--- src/iqsd_pkg.sv ---
// package for the iq sample stream decoder
// holds payload structs, format codes and the integer to float32 function
package iqsd_pkg;

    typedef enum logic [1:0] {
        FMT_INT8    = 2'd0,
        FMT_INT16   = 2'd1,
        FMT_FLOAT32 = 2'd2,
        FMT_SPARE   = 2'd3
    } sample_format_t;

    localparam logic [0:0] REG_SAMPLE_FORMAT = 1'b0;
    localparam logic [0:0] REG_BIG_ENDIAN    = 1'b1;

    typedef struct packed {
        logic [7:0] data_byte;
        logic       last_byte;
    } in_item_t;

    typedef struct packed {
        logic [31:0] in_phase_bits;
        logic [31:0] quadrature_bits;
        logic        length_error;
        logic        end_of_buffer;
    } out_item_t;

    // exact float32 of a signed 16-bit value scaled by 2^(exp_top - 142)
    // exp_top is 127 + 15 - scale shift for the msb position 15
    function automatic logic [31:0] int16_to_float(input logic [15:0] w,
                                                   input logic [7:0] exp_top);
        logic        sgn;
        logic [15:0] mag;
        logic [15:0] norm;
        logic [3:0]  lead;
        logic [7:0]  e;
        sgn  = w[15];
        mag  = sgn ? (~w + 16'd1) : w;
        lead = 4'd0;
        for (int i = 0; i < 16; i++)
        begin
            if (mag[i])
            begin
                lead = 4'(i);
            end
        end
        norm = mag << (4'd15 - lead);
        e    = exp_top - 8'(4'd15 - lead);
        if (mag == 16'd0)
        begin
            int16_to_float = 32'd0;
        end
        else
        begin
            int16_to_float = {sgn, e, norm[14:0], 8'd0};
        end
    endfunction

endpackage

--- src/iqsd_gather.sv ---
// byte gather stage: collects bytes of one i/q pair and registers the group when complete or at a last byte
// depends on iqsd_pkg
module iqsd_gather (
    input  logic                    clk,
    input  logic                    rst_n,
    input  logic                    in_take,
    input  iqsd_pkg::in_item_t      in_item,
    input  logic [1:0]              fmt,
    input  logic                    flush,
    input  logic                    stage_ready,
    output logic                    stage_valid,
    output logic                    stage_partial,
    output logic                    stage_last,
    output logic [63:0]             stage_bytes
);
    import iqsd_pkg::*;

    logic [55:0] gather_reg;
    logic [2:0]  pos_reg;
    logic [2:0]  group_m1;
    logic        complete;
    logic        valid_reg, partial_reg, last_reg;
    logic [63:0] bytes_reg;
    logic [63:0] merged;

    always_comb
    begin
        case (fmt)
            FMT_INT8:  group_m1 = 3'd1;
            FMT_INT16: group_m1 = 3'd3;
            default:   group_m1 = 3'd7;
        endcase
        complete = (pos_reg == group_m1);
        merged   = {8'd0, gather_reg};
        merged[{pos_reg, 3'b000} +: 8] = in_item.data_byte;
    end

    always_ff @(posedge clk or negedge rst_n)
    begin
        if (!rst_n)
        begin
            pos_reg   <= 3'd0;
            gather_reg <= 56'd0;
            valid_reg <= 1'b0;
        end
        else
        begin
            if (stage_ready)
            begin
                valid_reg <= 1'b0;
            end
            if (flush)
            begin
                pos_reg    <= 3'd0;
                gather_reg <= 56'd0;
            end
            else if (in_take)
            begin
                if (complete || in_item.last_byte)
                begin
                    pos_reg    <= 3'd0;
                    gather_reg <= 56'd0;
                    valid_reg  <= 1'b1;
                end
                else
                begin
                    pos_reg    <= pos_reg + 3'd1;
                    gather_reg <= merged[55:0];
                end
            end
        end
    end

    always_ff @(posedge clk)
    begin
        if (in_take && (complete || in_item.last_byte))
        begin
            bytes_reg   <= merged;
            partial_reg <= !complete;
            last_reg    <= in_item.last_byte;
        end
    end

    assign stage_valid   = valid_reg;
    assign stage_partial = partial_reg;
    assign stage_last    = last_reg;
    assign stage_bytes   = bytes_reg;

endmodule

--- src/iqsd_convert.sv ---
// conversion stage: turns a gathered byte group into two float32 words
// depends on iqsd_pkg
module iqsd_convert (
    input  logic                    clk,
    input  logic                    rst_n,
    input  logic                    stage_valid,
    input  logic                    stage_partial,
    input  logic                    stage_last,
    input  logic [63:0]             stage_bytes,
    input  logic [1:0]              fmt,
    input  logic                    big_endian,
    output logic                    stage_ready,
    output logic                    out_valid,
    input  logic                    out_ready,
    output iqsd_pkg::out_item_t     out_item
);
    import iqsd_pkg::*;

    out_item_t   result_reg, result_next;
    logic        valid_reg;
    logic [15:0] w16_i, w16_q;
    logic [31:0] w32_i, w32_q;

    function automatic logic [31:0] swap32(input logic [31:0] w, input logic be);
        swap32 = be ? {w[7:0], w[15:8], w[23:16], w[31:24]} : w;
    endfunction

    function automatic logic [15:0] swap16(input logic [15:0] w, input logic be);
        swap16 = be ? {w[7:0], w[15:8]} : w;
    endfunction

    assign stage_ready = !valid_reg || out_ready;

    always_comb
    begin
        w16_i = swap16(stage_bytes[15:0], big_endian);
        w16_q = swap16(stage_bytes[31:16], big_endian);
        w32_i = swap32(stage_bytes[31:0], big_endian);
        w32_q = swap32(stage_bytes[63:32], big_endian);
        result_next.length_error  = stage_partial;
        result_next.end_of_buffer = stage_last;
        if (stage_partial)
        begin
            result_next.in_phase_bits   = 32'd0;
            result_next.quadrature_bits = 32'd0;
        end
        else
        begin
            case (fmt)
                FMT_INT8:
                begin
                    result_next.in_phase_bits =
                        int16_to_float({stage_bytes[7:0], 8'd0}, 8'd127);
                    result_next.quadrature_bits =
                        int16_to_float({stage_bytes[15:8], 8'd0}, 8'd127);
                end
                FMT_INT16:
                begin
                    result_next.in_phase_bits   = int16_to_float(w16_i, 8'd127);
                    result_next.quadrature_bits = int16_to_float(w16_q, 8'd127);
                end
                default:
                begin
                    result_next.in_phase_bits   = w32_i;
                    result_next.quadrature_bits = w32_q;
                end
            endcase
        end
    end

    always_ff @(posedge clk or negedge rst_n)
    begin
        if (!rst_n)
        begin
            valid_reg <= 1'b0;
        end
        else if (stage_ready)
        begin
            valid_reg <= stage_valid;
        end
    end

    always_ff @(posedge clk)
    begin
        if (stage_ready && stage_valid)
        begin
            result_reg <= result_next;
        end
    end

    assign out_valid = valid_reg;
    assign out_item  = result_reg;

endmodule

--- src/iq_sample_stream_decoder.sv ---
// iq sample stream decoder top level: configuration registers, gather and convert stages
// depends on iqsd_pkg, iqsd_gather, iqsd_convert
//
// usage:
//   in channel: one raw byte per transfer (in_valid/in_ready), last_byte marks buffer end
//   out channel: one i/q float32 pair per complete byte group (out_valid/out_ready)
//   int8 pairs take 2 bytes, int16 pairs 4, float32 pairs 8; byte order per big_endian
//   a last byte inside a partial pair gives one result with length_error and zero words
//   config: cfg_we, cfg_index, cfg_data; any valid write drops the partial pair
//   path: the closing byte is registered in the gather stage, then in the output stage, before out_valid
//   throughput: one byte per cycle while in_ready is high, set by the gather register taking a byte each cycle
//   two result registers (group stage and output stage) keep input flowing while
//   the receiver stalls; when both are full in_ready drops until out_ready returns
//   reset: format int8, little endian, empty gather and pipeline
module iq_sample_stream_decoder (
    input  logic                    clk,
    input  logic                    rst_n,
    input  logic                    in_valid,
    output logic                    in_ready,
    input  iqsd_pkg::in_item_t      in_data,
    output logic                    out_valid,
    input  logic                    out_ready,
    output iqsd_pkg::out_item_t     out_data,
    input  logic                    cfg_we,
    input  logic [0:0]              cfg_index,
    input  logic [1:0]              cfg_data
);
    import iqsd_pkg::*;

    logic [1:0] fmt_reg;
    logic       be_reg;
    logic       flush;
    logic       stage_valid, stage_ready, stage_partial, stage_last;
    logic [63:0] stage_bytes;

    assign flush    = cfg_we;
    assign in_ready = !stage_valid || stage_ready;

    always_ff @(posedge clk or negedge rst_n)
    begin
        if (!rst_n)
        begin
            fmt_reg <= FMT_INT8;
            be_reg  <= 1'b0;
        end
        else if (cfg_we)
        begin
            if (cfg_index == REG_SAMPLE_FORMAT)
            begin
                fmt_reg <= cfg_data;
            end
            else
            begin
                be_reg <= cfg_data[0];
            end
        end
    end

    iqsd_gather u_gather (
        .clk(clk), .rst_n(rst_n),
        .in_take(in_valid && in_ready), .in_item(in_data),
        .fmt(fmt_reg), .flush(flush), .stage_ready(stage_ready),
        .stage_valid(stage_valid), .stage_partial(stage_partial),
        .stage_last(stage_last), .stage_bytes(stage_bytes)
    );

    iqsd_convert u_convert (
        .clk(clk), .rst_n(rst_n),
        .stage_valid(stage_valid), .stage_partial(stage_partial),
        .stage_last(stage_last), .stage_bytes(stage_bytes),
        .fmt(fmt_reg), .big_endian(be_reg), .stage_ready(stage_ready),
        .out_valid(out_valid), .out_ready(out_ready), .out_item(out_data)
    );

endmodule

--- config.mk ---
export PLATFORM = sky130hd
export DESIGN_NAME = iq_sample_stream_decoder
export DESIGN_NICKNAME = d
export VERILOG_FILES = /design/src/iqsd_pkg.sv /design/src/iqsd_gather.sv /design/src/iqsd_convert.sv /design/src/iq_sample_stream_decoder.sv
export SDC_FILE = /design/constraint.sdc
export NUM_CORES = 1
export LEC_CHECK = 0
export ABC_AREA = 1
export BUFFER_PORTS_ARGS = -buffer_cell sky130_fd_sc_hd__buf_2
export CORE_MARGIN = 1.5
export CORE_UTILIZATION = 64
export DETAILED_ROUTE_END_ITERATION = 7
export GPL_TIMING_DRIVEN = 0
export PLACE_DENSITY = 0.84
export REMOVE_ABC_BUFFERS = 1
export SYNTH_ARGS = -nofsm -noshare
export SYNTH_HDL_FRONTEND = slang
export SYNTH_HIERARCHICAL = 1
export SYNTH_SLANG_ARGS = --single-unit
--- constraint.sdc ---
create_clock -name clk -period 14.15 [get_ports clk]
set_clock_uncertainty 0.15 [all_clocks]
set_input_delay 0 -clock clk [delete_from_list [all_inputs] [get_ports clk]]
set_output_delay 0 -clock clk [all_outputs]
set_load 0.01 [all_outputs]
== After elaboration in Yosys (flattened, before gate mapping) ==
Cells that the tools add are included.
Operators by class
  bitwise operators: 5
  shift-type cells: 6
  equal/unequal tests: 2
  multiplexer cells: 93
  add/subtract/negate cells: 18
  reductions and logical operators: 17
Operators by type and width (count)
  32-bit two-way mux: 6
  56-bit two-way mux: 3
  4-bit two-way mux: 40
  64-bit case mux with 2 select lines: 1
  16-bit two-way mux: 6
  16-bit by 1-bit adder with 16-bit output (second input constant): 4
  64-bit bitwise mux: 1
  16-bit zero test: 4
  16-bit NOT: 4
  8-bit by 8-bit variable shift with 64-bit output (first input constant): 1
  8-bit by 8-bit indexed part select with 64-bit output: 1
  16-bit by 4-bit << shifter with 15-bit output: 4
  3-bit two-way mux: 19
  7-bit by 8-bit subtractor with 8-bit output (first input constant): 4
  4-bit by 4-bit subtractor with 5-bit output (first input constant): 4
  2-bit two-way mux: 8
  4-bit subtractor (first input constant): 4
  1-bit two-way mux: 8
  6-bit negation with 8-bit output: 1
  3-bit case mux with 2 select lines: 1
  2-bit AND reduction: 2
  3-bit by 1-bit adder with 3-bit output (second input constant): 1
  3-bit == test: 1
  1-bit logical AND: 3
  other kinds (6): 10
Word-level totals
  bits in registers: 196
  logic and storage cells: 154
  output and inout bits: 68

== Logic depth before layout (Yosys ltp) ==
  depth in word-level cells: 25
  gate-level depth with buffers: 31
  mapped depth without buffers: 30

== Hierarchy ==
The synthesis kept the hierarchy.
Modules (own cells, without submodules)
  iqsd_convert: area each 6855.3 µm², times used 1, cells an instance 1108, seq. area each 2006.9 µm²
  iqsd_gather: area each 5900.7 µm², times used 1, cells an instance 652, seq. area each 3483.3 µm²
  iq_sample_stream_decoder: area each 141.4 µm², times used 1, cells an instance 18, seq. area each 75.1 µm²

== Least setup slack after synthesis ==
Ideal clock, no wire load.
  path type: register to register
  start: reg u_convert.valid_reg (netlist: u_convert/out_valid)
  end: reg u_gather.bytes_reg[0] (netlist: u_gather/stage_bytes[0]), enable pin
  setup time: 0.512 ns
  arrival time: 4.121 ns
  slack: 9.367 ns
  cell stages (with the launch flop): 6
  period minus slack after synthesis: 4.783 ns
  buffers on the path: 0
  cell sequence: dfrtp_1 nand2_1 inv_1 a21boi_0 inv_1 a21oi_1
On the way
  longest elaborated chain between the ends: 5
Ends and longest elaborated chain
  start: declaration: RTL line iqsd_convert.sv:20  | logic valid_reg;
  start signal: assignment: RTL line iqsd_convert.sv:79  | valid_reg <= stage_valid;
  1-bit zero test: RTL line iqsd_convert.sv:32  | assign stage_ready = !valid_reg || out_ready;
  1-bit logical OR: RTL line iqsd_convert.sv:32
  net stage_ready: RTL line iq_sample_stream_decoder.sv:33  | logic stage_valid, stage_ready, stage_partial, stage_last;
  1-bit logical OR: RTL line iq_sample_stream_decoder.sv:37  | assign in_ready = !stage_valid || stage_ready;
  1-bit logical AND: RTL line iq_sample_stream_decoder.sv:61  | .in_take(in_valid && in_ready), .in_item(in_data),
  1-bit logical AND: RTL line iqsd_gather.sv:76  | if (in_take && (complete || in_item.last_byte))
  end signal: assignment: RTL line iqsd_gather.sv:78  | bytes_reg <= merged;
  end: declaration: RTL line iqsd_gather.sv:23  | logic [63:0] bytes_reg;
The timed path passes the listed nets, and every way through them passes these cells.
A chain may end at the register's enable or synchronous reset.

== Final worst setup path ==
  start: reg be_reg
  end: reg u_convert.result_reg (netlist bit u_convert/out_item[53]), data pin
On the way
  longest elaborated chain between the ends: 25
  elaborated cells on any way between the ends: 27
  those cells by class: add/sub: 2; shift: 1; mux: 22; bitwise: 1; reduce/logical: 1
Ends and longest elaborated chain
  start: declaration: RTL line iq_sample_stream_decoder.sv:31  | logic be_reg;
  start signal: assignment: RTL line iq_sample_stream_decoder.sv:54  | be_reg <= cfg_data[0];
  16-bit two-way mux: RTL line iqsd_convert.sv:29  | swap16 = be ? {w[7:0], w[15:8]} : w;
  16-bit NOT: RTL line iqsd_pkg.sv:37  | mag = sgn ? (~w + 16'd1) : w;
  16-bit by 1-bit adder with 16-bit output: RTL line iqsd_pkg.sv:37
  16-bit two-way mux: RTL line iqsd_pkg.sv:37
  1-bit two-way mux: RTL line iqsd_pkg.sv:41  | if (mag[i])
  2-bit two-way mux (2 in a row): RTL line iqsd_pkg.sv:41
  3-bit two-way mux (4 in a row): RTL line iqsd_pkg.sv:41
  4-bit two-way mux (8 in a row): RTL line iqsd_pkg.sv:41
  4-bit two-way mux: RTL line iqsd_convert.sv:49  | case (fmt)
  4-bit two-way mux: RTL line iqsd_convert.sv:42  | if (stage_partial)
  4-bit subtractor: RTL line iqsd_pkg.sv:46  | norm = mag << (4'd15 - lead);
  16-bit by 4-bit << shifter with 15-bit output: RTL line iqsd_pkg.sv:46
  32-bit two-way mux: RTL line iqsd_pkg.sv:48  | if (mag == 16'd0)
  64-bit case mux with 2 select lines *: RTL line iqsd_convert.sv:49
  end signal: assignment: RTL line iqsd_convert.sv:87  | result_reg <= result_next;
  end: declaration: RTL line iqsd_convert.sv:19  | out_item_t result_reg, result_next;
Every way passes the cells marked *; elsewhere a longest branch is shown, timed or not. The select of a mux whose other input is x is not followed.

==> reports/summary.md <==
- initial antenna violation count: 0
- drt drc: 0
- Synth warnings: 6
- placement-stage worst setup slack: 8.98 ns
- average footprint of a synthesized cell: 7.25 µm²
- highest fanout seen on the critical path: 66
- Post-Syn Area: 12900 µm²
- filler instances: 1592
- Final nets: 1868
- count of input and output buffers: 84
- P per Cell Area: 153 nW/µm²
- cell count along the critical path: 29
- CTS tree: done
- capture point of the worst path: u_convert/out_item[53]
- final hold vios: 0
- initial core utilization: 65.8%
- insertion delay of the later-clocked pin in the worst-skew pair: 0.44 ns
- clock input transition at the sequential cells of the worst setup and hold paths: 0.08 ns
- total buffers and inverters traversed by the critical path: 5
- worst stage delay on the critical path: 0.81 ns
- Std-Cell Rows: 51
- endpoint of the most critical register-to-register path: u_convert/out_item[53]
- worst vdd ir: 0.114 mV
- first-iteration detailed-routing DRC count: 1544
- flops & latches, synth: 196
- root buffer cell: sky130_fd_sc_hd__clkbuf_16
- setup slack on the worst flop-to-flop path: 8.82 ns
- data required time at the worst endpoint: 14.23 ns
- Worst Setup Slack, final: 8.82 ns
- Post-synth top flop: sky130_fd_sc_hd__edfxtp_1
- fraction of registers with async set/reset: 32.7%
- slowest cell on the critical path: sky130_fd_sc_hd__inv_2
- cell seen most often among critical-path stages: sky130_fd_sc_hd__nand2_1
- number of buffers added by the clock tree synthesis step: 17
- final worst path period need: 5.33 ns
- first-pass GRT wire length: 58.0 mm
- number of flip-flops under the largest register name: 66
- Max Freq: 188 MHz
- H-tree levels: 4
- Setup Viol. Count Final: 0
- status: finished clean
- vias in the first global route: 11150
- post-route total power: 2.17 mW
- via count: 12263
- post-route ant nets: 0
- global-route total usage across every layer: 34.9%
- Die ar.: 21000 µm²
- worst hold slack across all endpoints: 0.0311 ns
- max-cap violation count: 0
- height of the chip: 145 µm
- Syn Inst Count: 1778
- Hold/Removal Path Class: in2async
- post-CTS setup buffer count: 0
- total length of routed wires: 36.5 mm
- summed negative setup slack over all endpoints: 0 ns
- Leak Pwr: 6.91 nW
- # IOs: 85
- GPL Wtd Cong: 0.945
- count of clock tree sinks: 196
- kind of cell adding the most delay to the critical path: simple AND/OR/NAND/NOR gates
- transition time at the pin with the least slew margin: 1.41 ns
- critical path data arrival time: 5.41 ns
- critical path type: reg2reg
- Post-synth EDFFs: 132
- wire per inst: 17.2 µm
- share of synthesized area occupied by flip-flops and latches: 43.2%
- depth of the worst register-to-register path: 29
- half-perimeter wire length after placement: 26.1 mm
- worst-case clock buffer depth: 2
- placeable core area: 19600 µm²
- global route overflow: 0
- setup repair after global routing missed its margin: false
- final critical-path share of the clock period: 37.7%
- startpoint of the lowest-slack register-to-register path: be_reg
- max-slew violation count: 0
- largest net degree at the start of global routing: 67
- n_diodes: 0
- type of element launching the critical path: register
- Setup crit start: be_reg
- floorplan die width: 145 µm
- type of destination of the critical path: register
- Relative slew margins: 5.79%
- number of optimization iterations in the first detailed-route pass: 6
- layout cells sized above 1: 10.6%
- Area Growth Syn to Fin: 10.2%
- Cell variety after synth: 54
- DR vias/cell: 5.79
-- where the power goes --
| group | switching [mW] | total (mW) | internal (mW) |
|---|---|---|---|
| logic | 0.691 | 0.963 | 0.273 |
| registers | 0.0496 | 0.720 | 0.671 |
| clock network | 0.244 | 0.484 | 0.240 |
-- cells in the final DEF, fill, tap and decap left out, types with 6 or more instances in the layout --
cell type                       count
sky130_fd_sc_hd__dlygate4sd3_1     22
sky130_fd_sc_hd__edfxtp_1         132
sky130_fd_sc_hd__inv_1            262
sky130_fd_sc_hd__buf_2             83
sky130_fd_sc_hd__a21oi_1           96
sky130_fd_sc_hd__xor2_1            16
sky130_fd_sc_hd__nand4_1           28
sky130_fd_sc_hd__ha_1              11
sky130_fd_sc_hd__nor3_1             8
sky130_fd_sc_hd__a31oi_1            6
sky130_fd_sc_hd__nand2_1          543
sky130_fd_sc_hd__o21ai_1           60
sky130_fd_sc_hd__inv_2             18
sky130_fd_sc_hd__nor2_2             9
sky130_fd_sc_hd__buf_12             6
sky130_fd_sc_hd__nand3_1          184
sky130_fd_sc_hd__o21ai_0           84
sky130_fd_sc_hd__nor2_1            93
sky130_fd_sc_hd__nand2_2           17
sky130_fd_sc_hd__nand3b_1          12
sky130_fd_sc_hd__clkbuf_16         17
sky130_fd_sc_hd__dfrtp_1           63
-- Yosys cell counts (all sizes together), types with 10 or more instances --
cell    count  area [µm²]
nand2     562        2170
ha         11         138
o21ai     147         747
dfrtp      64        1600
clkbuf     28         106
nand3     188         961
buf        41         318
inv       280        1050
nor2      107         454
a21oi     100         516
xor2       20         205
nor3       10        66.3
nand3b     12        90.1
nand4      28         175
edfxtp    132        3960
-- cell type report --
class	count	area, µm²	area share [%]
inverter	285	1070	7.53
tap	265	332	2.33
clock buffer	17	425	2.99
clock inverter	15	183	1.29
multi-input combinational	1228	5870	41.3
timing repair buffer	112	763	5.37
sequential	196	5570	39.2
-- per-stage QoR --
step / instance area (µm²) / util (%) / instances
final: 14200 / 72.5 / 2118
after detailed placement: 13400 / 68.3 / 2064
after floorplan: 12500 / - / 1709
after CTS: 14200 / 72.5 / 2118
after global placement: 13200 / 67.5 / 2058
after global routing: 14200 / 72.5 / 2118
-- worst min path at each step --
| stage | startpoint | to | slack (ns) |
|---|---|---|---|
| 6_report | rst_n | u_gather/gather_reg[33] | 0.03 |
| 5_1_grt | rst_n | u_gather/gather_reg[33] | 0.12 |
| 4_1_cts | rst_n | u_gather/gather_reg[33] | 0.09 |
| 3_5_place_dp | rst_n | u_gather/gather_reg[33] | 0.009 |
| 3_3_place_gp | in_data[0] | u_gather/stage_last | 0.05 |
| 2_1_floorplan | rst_n | be_reg | -0.45 |
-- what timing repair did --
item / 4_1_cts / 5_1_grt
hold endpoints to repair: 163 / 0
resized for setup: 0 / 0
hold buffers: 22 / 0
-- cell families after synthesis --
family | count (synthesis) | synth area share [%]
DFF | 196 | 43.2
adders and majority gates | 11 | 1.07
buffers and inverters | 354 | 11.6
and+or+nand+nor | 918 | 30.9
xor gates and xnor gates | 25 | 1.93
AOI/OAI and AO/OA | 274 | 11.4
-- per-layer routing --
metal	routed length [µm]	up-vias	track usage, %
met5	0	-	0
met4	1110	0	12.2
met3	3280	86	4.81
met2	17400	641	57.5
met1	14700	5662	47.6
li1	-	5874	-
Power figures use the tool's default switching activity.
